## src/prmt_pkg.sv

```systemverilog
// shared constants and types for the prefix run mark tracker
`default_nettype none
package prmt_pkg;
  localparam int MaxPos = 4096;
  localparam int Slots = MaxPos + 1;
  localparam int AddrW = $clog2(Slots);
  localparam int ValW = 13;
  localparam logic [ValW-1:0] ActiveReset = ValW'(MaxPos);

  localparam logic [0:0] FuncMark = 1'b0;
  localparam logic [0:0] FuncQuery = 1'b1;

  typedef logic [AddrW-1:0] addr_t;
  typedef logic [ValW-1:0] val_t;

  // one entry of the state memory
  typedef struct packed {
    addr_t parent;
    val_t  size;
    logic  marked;
  } entry_t;

  // memory port request
  typedef struct packed {
    logic   rd;
    addr_t  raddr;
    logic   wr;
    addr_t  waddr;
    entry_t wdata;
  } mem_req_t;
endpackage
`default_nettype wire

```

## src/prmt_ctrl.sv

```systemverilog
// sequencer: finds roots, compresses paths, merges runs and answers queries
`default_nettype none
module prmt_ctrl (
  input  wire                clk_i,
  input  wire                rst_ni,
  input  wire                start_i,
  input  wire                func_i,
  input  prmt_pkg::val_t     position_i,
  input  prmt_pkg::val_t     n_i,
  input  wire                ready_i,
  output logic               busy_o,
  output prmt_pkg::mem_req_t req_o,
  input  prmt_pkg::entry_t   rdata_i,
  output logic               done_o,
  output prmt_pkg::val_t     first_gap_o
);
  import prmt_pkg::*;

  localparam logic [3:0] SIdle = 4'd0;
  localparam logic [3:0] SMarkRd = 4'd1;  // read entry b
  localparam logic [3:0] SMarkWr = 4'd2;  // set mark bit
  localparam logic [3:0] SNbrRd = 4'd3;   // read neighbour mark
  localparam logic [3:0] SFind = 4'd4;    // walk up to root
  localparam logic [3:0] SComp = 4'd5;    // compress path
  localparam logic [3:0] SSizeRd = 4'd6;  // size of found root
  localparam logic [3:0] SJoinWr = 4'd7;  // read root a
  localparam logic [3:0] SAddWr = 4'd8;   // query: mark of b+1
  localparam logic [3:0] SOut = 4'd9;
  localparam logic [3:0] SLinkWr = 4'd10; // link root a under root b
  localparam logic [3:0] SNext = 4'd11;   // right neighbour or done

  // what the current find serves
  localparam logic [2:0] JLeftA = 3'd0;
  localparam logic [2:0] JLeftB = 3'd1;
  localparam logic [2:0] JRightA = 3'd2;
  localparam logic [2:0] JRightB = 3'd3;
  localparam logic [2:0] QAnchor = 3'd4;
  localparam logic [2:0] QNext = 3'd5;

  logic [3:0] st_q, st_d;
  logic [2:0] job_q, job_d;
  val_t       b_q, b_d;
  addr_t      start_q, start_d;  // where the current find began
  addr_t      cur_q, cur_d;      // node being walked
  logic       rpend_q, rpend_d;  // read data valid this cycle
  addr_t      ra_q, ra_d;        // first root of a join
  addr_t      rb_q, rb_d;
  val_t       sa_q, sa_d;        // size of ra
  val_t       g_q, g_d;
  logic       nbr_q, nbr_d;      // 0 left, 1 right
  logic       out_q, out_d;
  val_t       res_q, res_d;
  mem_req_t   req;

  function automatic addr_t ta(input val_t v);
    return addr_t'(v);
  endfunction

  always_comb begin
    st_d = st_q; job_d = job_q; b_d = b_q;
    start_d = start_q; cur_d = cur_q; rpend_d = 1'b0;
    ra_d = ra_q; rb_d = rb_q; sa_d = sa_q; g_d = g_q; nbr_d = nbr_q;
    out_d = 1'b0; res_d = res_q;
    req = '0;
    case (st_q)
      SIdle: begin
        if (start_i && ready_i) begin
          b_d = position_i;
          if (func_i == FuncQuery) begin
            job_d = QAnchor; start_d = '0; cur_d = '0;
            req.rd = 1'b1; req.raddr = '0; rpend_d = 1'b1; st_d = SFind;
          end else if (position_i >= val_t'(1) && position_i <= n_i) begin
            req.rd = 1'b1; req.raddr = ta(position_i); st_d = SMarkRd;
          end
        end
      end
      SMarkRd: begin
        req.wr = 1'b1; req.waddr = ta(b_q);
        req.wdata = rdata_i; req.wdata.marked = 1'b1;
        st_d = SMarkWr;
      end
      SMarkWr: begin
        nbr_d = 1'b0;
        if (b_q == val_t'(1)) begin
          job_d = JLeftA; start_d = '0; cur_d = '0;
          req.rd = 1'b1; req.raddr = '0; rpend_d = 1'b1; st_d = SFind;
        end else begin
          req.rd = 1'b1; req.raddr = ta(b_q - val_t'(1)); st_d = SNbrRd;
        end
      end
      SNbrRd: begin
        if (rdata_i.marked) begin
          job_d = nbr_q ? JRightA : JLeftA;
          start_d = ta(b_q); cur_d = ta(b_q);
          req.rd = 1'b1; req.raddr = ta(b_q); rpend_d = 1'b1; st_d = SFind;
        end else if (!nbr_q && b_q < n_i) begin
          nbr_d = 1'b1;
          req.rd = 1'b1; req.raddr = ta(b_q + val_t'(1)); st_d = SNbrRd;
        end else begin
          st_d = SIdle;
        end
      end
      SFind: begin
        if (!rpend_q) begin
          req.rd = 1'b1; req.raddr = cur_q; rpend_d = 1'b1;
        end else if (rdata_i.parent != cur_q) begin
          cur_d = rdata_i.parent;
          req.rd = 1'b1; req.raddr = rdata_i.parent; rpend_d = 1'b1;
        end else begin
          // cur is root; compress from start
          cur_d = start_q;
          req.rd = 1'b1; req.raddr = start_q; rpend_d = 1'b1;
          start_d = cur_q;  // hold root in start
          st_d = SComp;
        end
      end
      SComp: begin
        // start_q holds root, cur_q the node read
        if (!rpend_q) begin
          req.rd = 1'b1; req.raddr = cur_q; rpend_d = 1'b1;
        end else if (cur_q != start_q && rdata_i.parent != start_q) begin
          req.wr = 1'b1; req.waddr = cur_q;
          req.wdata = rdata_i; req.wdata.parent = start_q;
          cur_d = rdata_i.parent;
          // read next after write settles
          rpend_d = 1'b0;
        end else begin
          req.rd = 1'b1; req.raddr = start_q; st_d = SSizeRd;
        end
      end
      SSizeRd: begin
        case (job_q)
          JLeftA, JRightA: begin
            ra_d = start_q; sa_d = rdata_i.size;
            job_d = (job_q == JLeftA) ? JLeftB : JRightB;
            if (job_q == JLeftA && b_q == val_t'(1)) begin
              start_d = addr_t'(1); cur_d = addr_t'(1);
              req.rd = 1'b1; req.raddr = addr_t'(1);
            end else if (job_q == JLeftA) begin
              start_d = ta(b_q - val_t'(1)); cur_d = ta(b_q - val_t'(1));
              req.rd = 1'b1; req.raddr = ta(b_q - val_t'(1));
            end else begin
              start_d = ta(b_q + val_t'(1)); cur_d = ta(b_q + val_t'(1));
              req.rd = 1'b1; req.raddr = ta(b_q + val_t'(1));
            end
            rpend_d = 1'b1; st_d = SFind;
          end
          JLeftB, JRightB: begin
            rb_d = start_q;
            if (start_q != ra_q) begin
              req.wr = 1'b1; req.waddr = start_q;
              req.wdata = rdata_i; req.wdata.size = rdata_i.size + sa_q;
            end
            st_d = SJoinWr;
          end
          QAnchor: begin
            g_d = rdata_i.size;
            if (rdata_i.size != b_q) begin
              out_d = 1'b1; res_d = rdata_i.size; st_d = SOut;
            end else if (b_q >= n_i) begin
              st_d = SIdle;
            end else begin
              req.rd = 1'b1; req.raddr = ta(b_q + val_t'(1)); st_d = SAddWr;
            end
          end
          default: begin  // QNext
            out_d = 1'b1; res_d = g_q + val_t'(1) + rdata_i.size; st_d = SOut;
          end
        endcase
      end
      SJoinWr: begin
        if (rb_q != ra_q) begin
          req.rd = 1'b1; req.raddr = ra_q;
          st_d = SLinkWr;
        end else begin
          st_d = SNext;
        end
      end
      SLinkWr: begin
        req.wr = 1'b1; req.waddr = ra_q;
        req.wdata = rdata_i; req.wdata.parent = rb_q;
        st_d = SNext;
      end
      SNext: begin
        if (job_q == JLeftB && b_q < n_i) begin
          nbr_d = 1'b1;
          req.rd = 1'b1; req.raddr = ta(b_q + val_t'(1)); st_d = SNbrRd;
        end else begin
          st_d = SIdle;
        end
      end
      SAddWr: begin
        // mark of b+1 read
        if (!rdata_i.marked) begin
          out_d = 1'b1; res_d = g_q + val_t'(1); st_d = SOut;
        end else begin
          job_d = QNext; start_d = ta(b_q + val_t'(1)); cur_d = ta(b_q + val_t'(1));
          req.rd = 1'b1; req.raddr = ta(b_q + val_t'(1)); rpend_d = 1'b1; st_d = SFind;
        end
      end
      SOut: st_d = SIdle;
      default: st_d = SIdle;
    endcase
  end

  always_ff @(posedge clk_i or negedge rst_ni) begin
    if (!rst_ni) begin
      st_q <= SIdle; rpend_q <= 1'b0; out_q <= 1'b0;
    end else begin
      st_q <= st_d; rpend_q <= rpend_d; out_q <= out_d;
    end
  end

  always_ff @(posedge clk_i) begin
    job_q <= job_d; b_q <= b_d; start_q <= start_d;
    cur_q <= cur_d; ra_q <= ra_d; rb_q <= rb_d; sa_q <= sa_d; g_q <= g_d;
    nbr_q <= nbr_d; res_q <= res_d;
  end

  assign busy_o = (st_q != SIdle) || !ready_i;
  assign req_o = req;
  assign done_o = out_q;
  assign first_gap_o = res_q;
endmodule
`default_nettype wire

```

## config.mk

```make
export PLATFORM = sky130hd
export DESIGN_NAME = prmt_ctrl
export DESIGN_NICKNAME = d
export VERILOG_FILES = /design/src/prmt_pkg.sv /design/src/prmt_ctrl.sv
export SDC_FILE = /design/constraint.sdc
export NUM_CORES = 1
export LEC_CHECK = 0
export BUFFER_PORTS_ARGS = -buffer_cell sky130_fd_sc_hd__clkbuf_2
export CELL_PAD_IN_SITES_DETAIL_PLACEMENT = 1
export CELL_PAD_IN_SITES_GLOBAL_PLACEMENT = 2
export CORE_MARGIN = 5
export CORE_UTILIZATION = 33
export DETAILED_ROUTE_END_ITERATION = 16
export PLACE_DENSITY_LB_ADDON = 0.1
export SLEW_MARGIN = 20
export SYNTH_ARGS = -nofsm -noshare
export SYNTH_HDL_FRONTEND = slang
export SYNTH_SLANG_ARGS = --single-unit
export TNS_END_PERCENT = 30
```

## constraint.sdc

```tcl
create_clock -name clk_i -period 3.2 [get_ports clk_i]
set_input_delay 0.16 -clock clk_i [delete_from_list [all_inputs] [get_ports clk_i]]
set_output_delay 0.16 -clock clk_i [all_outputs]
set_load 0.1 [all_outputs]
```

==> reports/results.ini, run 1 <==
[yosys]
synth_area_leaders = edfxtp_1 (33%), ha_1 (6.8%), xnor2_1 (5.9%), xor2_1 (5.1%), nand2_1 (4.8%)
yosys_warnings = 0
yosysTopAreaCellShare_pct = 32.62
synth_edf_count = 108
synth_area_sq_mm = 0.009942
ys_ff_latch = 114
syn_inst = 1134
synth.distinct_cells = 74
yosysTopAreaCell = edfxtp_1
synthArstFlopShare_pct = 5.263
synth_nets = 1248
ys_seq_area_share_pct = 34.13
syn_area_per_cell_sq_um = 8.767
synth-main-ff-cell = edfxtp_1

[timing]
drv_slew = 0
clock_skew_ns = 0.01673
setup_violations = 6
worst_pin_slew_ns = 0.6945
rsz0062_at_grt = yes
layout_setup_ws_ns = -0.08062
post-route-period-util_pct = 102.5
max_freq_mhz = 304.8
final.min_clock_period_ns = 3.281
max_slew_margin_pct = 53.30
finalHoldViolations = 0

[floorplanning]
floorplan.initialDensity_pct = 33.46
die_area_sq_mm = 0.03370
die_w_um = 183.6
die_h_um = 183.6
io_pins = 128
rows = 63
coreArea_sq_mm = 0.02972

[final_layout]
finish.instance_area_sq_mm = 0.01372
layout-drive-gt1-share_pct = 29.58
syn_to_final_growth_pct = 37.97
nNetsFinal = 1460
antenna_cells = 0
fin_util_pct = 46.16
instances_no_fill = 1749

[setup_path]
crit_buf_inv = 3
cpPeakStageDelay_ns = 0.54
cp-start-kind = flop
cp_max_fo = 3
arrival_ns = 3.12
r2r_slack_ns = 0.10
cp_cell_sequence = ha_1 > nand4_1 > buf_6 > nor4_4 > buf_4 > nor4_4 > a211oi_4 > nor2_1 > or4_4 > buf_12
critPathTopFamily = simple AND/OR/NAND/NOR gates
worst-setup-path-type = reg -> out
cpMostUsedCell = nor4_4
cp-end-kind = primary output
crit_required_ns = 3.04
timing.critical_path.slowest_stage_cell = or4_4

[clock_tree]
cts_htree_levels = 4
clock_sinks = 114
clk_pin_slew_worst_paths_ns = 0.06
clock_latency_ns = 0.43
cts_tree = built
cts_root_buf = clkbuf_16
cts_buffer_depth = 2
cts_made_buffers = 17

[place]
io_buffers = 127
place_ws_ns = -0.04048
dpl.cell_count = 1676
placed_cell_area_sq_mm = 0.01237
dp_hpwl_um = 32750
gp_congestion = 0.8926

[routing]
viasPerCell = 5.791
drc = 0
routed_wl_um = 43210
routedWlPerCell_um = 24.70
ant_nets = 0
num_vias = 10130
drt_iter0_markers = 835
drtPass1Iterations = 6

[min_path]
hp-class = in -> reg

[pwr]
power.density_mw_per_mm2 = 1046
p_leak_nw = 5.555
p_total_mw = 14.35
irDropWorstVdd_uv = 1294

[global_routing]
grt.total_usage_pct = 25.16
grt_pass1_wl_um = 64940
grt_start_max_net_pins = 28
antenna_found_initial = 0
grt_pass1_vias = 10290
grt_overflow_total = 0

[outcome]
outcome = finished, violations left
violations = setup timing

[job]
cap_violations = 0

## repair_timing
action,4_1_cts,5_1_grt
hold endpoints to repair,12,0
setup buffers,14,20
pin swaps,11,38
gates cloned,0,0
hold buffers,7,0
endpoints found under the setup margin,41,53
gates resized for setup,30,72
## final timing paths
path                          startpoint               to  cells past startpoint
min in group asynchronous         rst_ni           done_o                      2
max in group asynchronous         rst_ni          st_q[2]                      2
setup reg to reg                  g_q[1]  first_gap_o[12]                     12
setup / recovery                  b_q[9]        req_o[50]                     10
hold reg to reg               start_q[7]          rb_q[7]                      0
hold / removal             position_i[6]           b_q[6]                      1
## placed cells by master (no fill, tap or decap), types with 20 or more instances in the layout
master      n
edfxtp_1  108
xnor2_1    63
a21oi_1    64
nor3_1     20
ha_1       47
xor2_1     57
inv_1      43
nor2_1     89
a222oi_1   27
nand2_1   123
clkbuf_2   72
o21ai_0    47
buf_12     58
buf_4     131
nand3_1    24
## logic make-up after synthesis
group           after synthesis  synth area share [%]
simple gates                377                 18.49
compound gates              332                 22.83
xor+xnor                    126                 11.18
buf+inv                     124                 5.663
flops                       114                 34.13
fa+ha+maj                    56                 7.199
mux                           5                0.5160
## per-layer routing
layer  part of all wire (%)  track usage [%]  vias up
li1                       -                -     4671
met1                     44            33.66     5067
met2                     48            42.57      323
met3                    4.6            2.968       68
met4                    3.5            7.956        0
met5                      0                0        -
## cell usage after synthesis (27+ instances only)
library cell	n
ha_1	54
nand3_1	27
nand2_1	127
o21ai_0	58
inv_1	45
clkbuf_1	42
nor2_1	96
a21oi_1	76
a222oi_1	27
edfxtp_1	108
xor2_1	58
xnor2_1	67
## layout make-up
cell class,instances,area (sq um)
clock inverters,14,165.2
flip-flops and latches,114,3397
inverters,46,172.7
well taps,390,488.0
repair buffers,271,2609
fillers,3370,16000
multi-input cells,896,6456
clock buffers,18,429.2
## flip-flops by register name, indices dropped and copies added (netlist names)
name,cells
done_o,1
ra_q,13
rpend_q,1
job_q,3
st_q,4
cur_q,13
g_q,13
first_gap_o,13
b_q,13
sa_q,13
rb_q,13
nbr_q,1
start_q,13
## power breakdown
| group | internal (mW) | total (mW) | switching (mW) | leakage, nW |
|---|---|---|---|---|
| clock | 1.22 | 2.01 | 0.785 | 0.279 |
| combinational | 3.45 | 9.69 | 6.24 | 4.21 |
| sequential | 2.17 | 2.66 | 0.486 | 1.07 |
## stage by stage
| stage | TNS (ns) | hold slack (ns) |
|---|---|---|
| after global placement | 0 | 0.006969 |
| after CTS | -0.1238 | 0.003464 |
| after detailed placement | -0.04048 | 0.005754 |
| after global routing | -3.252 | 0.002161 |
| final | -0.1698 | 0.01504 |
| after floorplan | -0.2605 | -0.1356 |
Note: power is estimated with default switching activity, not from simulation.
==> inputs of run 2 (changes only) <==
Settings changed: REMOVE_ABC_BUFFERS set to 1, SETUP_SLACK_MARGIN set to 0.1.
==> run 2 against run 1 <==
- via count up 7.1%
- sequential share of layout area down 1.8 points
- the flow still finishes with violations (setup timing)
- die area unchanged
- routed wire length up 10%
- largest cell class unchanged
- first-iteration DRC count down 2.9%
- clock-buffer cell count down 1
- combinational power up 9%
==> reports/results.ini, run 2 (synthesis results as in run 1) <==
[timing]
rsz0062_at_grt = yes  ; unchanged
post-route-period-util_pct = 101.3  ; was 102.5%
final.min_clock_period_ns = 3.242  ; was 3.281 ns
setup-tns-final_ns = -0.05487  ; was -0.1698 ns
max_freq_mhz = 308.4  ; was 304.8 MHz
max_slew_margin_pct = 55.43  ; was 53.30%
finalHoldViolations = 0  ; unchanged
clock_skew_ns = 0.01588  ; was 0.01673 ns
setup_violations = 2  ; was 6
layout_setup_ws_ns = -0.04218  ; was -0.08062 ns
drv_slew = 0  ; unchanged
worst_pin_slew_ns = 0.6686  ; was 0.6945 ns

[setup_path]
worst-setup-path-type = reg -> out  ; unchanged
cp-start-kind = flop  ; unchanged
cp-end-kind = primary output  ; unchanged
r2r_slack_ns = 0.10  ; about the same
cp_max_fo = 12  ; was 3
arrival_ns = 3.08  ; was 3.12 ns
crit_required_ns = 3.04  ; about the same

[routing]
drt_iter0_markers = 811  ; was 835
viasPerCell = 5.942  ; was 5.791
routed_wl_um = 47700  ; was 43210 um
drc = 0  ; unchanged
ant_nets = 0  ; unchanged
routedWlPerCell_um = 26.14  ; was 24.70 um
num_vias = 10840  ; was 10130
drtPass1Iterations = 5  ; was 6

[clock_tree]
cts_root_buf = clkbuf_16  ; unchanged
clock_latency_ns = 0.43  ; about the same
cts_made_buffers = 17  ; unchanged
cts_tree = built  ; unchanged
cts_buffer_depth = 2  ; unchanged
clock_sinks = 114  ; unchanged
cts_htree_levels = 4  ; unchanged
clk_pin_slew_worst_paths_ns = 0.06  ; about the same

[final_layout]
final_common_cell = buf_4  ; unchanged
nNetsFinal = 1536  ; was 1460
syn_to_final_growth_pct = 48.43  ; was 37.97%
layout-drive-gt1-share_pct = 35.47  ; was 29.58%
final_cell_mix = buf_4 (176), nand2_1 (109), edfxtp_1 (108), nor2_1 (89), clkbuf_2 (72)  ; was buf_4 (131), nand2_1 (123), edfxtp_1 (108), nor2_1 (89), clkbuf_2 (72)
antenna_cells = 0  ; unchanged
finish.instance_area_sq_mm = 0.01476  ; was 0.01372 sq mm

[global_routing]
antenna_found_initial = 0  ; unchanged
grt_pass1_wl_um = 69170  ; was 64940 um
grt_pass1_vias = 10960  ; was 10290
grt_start_max_net_pins = 27  ; was 28
grt_overflow_total = 0  ; unchanged
grt.total_usage_pct = 27.02  ; was 25.16%

[pwr]
power.density_mw_per_mm2 = 1030  ; was 1046 mW/mm^2
p_leak_nw = 6.049  ; was 5.555 nW
irDropWorstVdd_uv = 1057  ; was 1294 uV

[floorplanning]
coreArea_sq_mm = 0.02972  ; unchanged
die_area_sq_mm = 0.03370  ; unchanged
io_pins = 128  ; unchanged
floorplan.initialDensity_pct = 33.46  ; unchanged
die_h_um = 183.6  ; unchanged
die_w_um = 183.6  ; unchanged
rows = 63  ; unchanged

[place]
io_buffers = 127  ; unchanged
place_ws_ns = -0.08401  ; was -0.04048 ns
placed_cell_area_sq_mm = 0.01250  ; was 0.01237 sq mm
dp_hpwl_um = 35360  ; was 32750 um
gp_congestion = 0.9290  ; was 0.8926

[min_path]
hp-class = in -> reg  ; unchanged

[job]
cap_violations = 0  ; unchanged

[outcome]
violations = setup timing  ; unchanged
outcome = finished, violations left  ; unchanged

[run 2: path summary, 6_finish.rpt]
check                      cells past startpoint          start              end
hold / removal                                 1  position_i[3]           b_q[3]
min in group asynchronous                      2         rst_ni          st_q[1]
max in group asynchronous                      2         rst_ni          st_q[0]
setup reg to reg                              12         g_q[1]  first_gap_o[12]
hold reg to reg                                0     start_q[6]          rb_q[6]
setup / recovery                              10        ra_q[4]        req_o[50]
[run 2: timing repair]
item,in CTS,in global routing
hold buffers,12,0
setup buffers,36,47
resized for setup,110,89
pin swaps,47,57
endpoints found under the setup margin,57,57
cloned,0,3
endpoints found under the hold margin,17,0
[run 2: layer usage]
metal  part of all wire [%]  vias up  track usage [%]
li1                       -     4833                -
met1                     43     5486            34.96
met2                     48      448            45.67
met3                    6.3       77            4.887
met4                    2.9        0            8.939
met5                      0        -                0
[run 2: stage by stage]
step                      cells  hold slack [ns]  util [%]  power [mW]
after floorplan            1056          -0.1356         -       8.046
after global placement     1697        -0.007351     42.07       12.03
after detailed placement   1697        -0.007550     42.07       12.10
after CTS                  1777         0.003703     46.92       14.73
after global routing       1825          0.01486     49.66       15.72
final                      1825          0.02315     49.66       15.20
[run 2: worst max-delay path: stages (launching register included)]
cell      delay (ns)
edfxtp_1        0.61
xnor2_1         0.25
nand4_1         0.16
nor2_1          0.13
buf_4           0.15
a21oi_1         0.08
buf_4           0.21
a22oi_1         0.22
nand2_1         0.08
or4_4           0.54
buf_12          0.19
[run 2: where the power goes]
group	internal [mW]	switching, mW
Clock	1.22	0.775
Sequential	2.17	0.405
Combinational	3.91	6.73
[run 2: layout make-up]
type | count | area [sq um]
fillers | 3334 | 14960
multi-input cells | 896 | 6708
flip-flops and latches | 114 | 3396
repair buffers | 347 | 3396
well taps | 390 | 488.0
clock buffers | 17 | 425.4
inverters | 46 | 178.9
clock inverters | 15 | 165.2
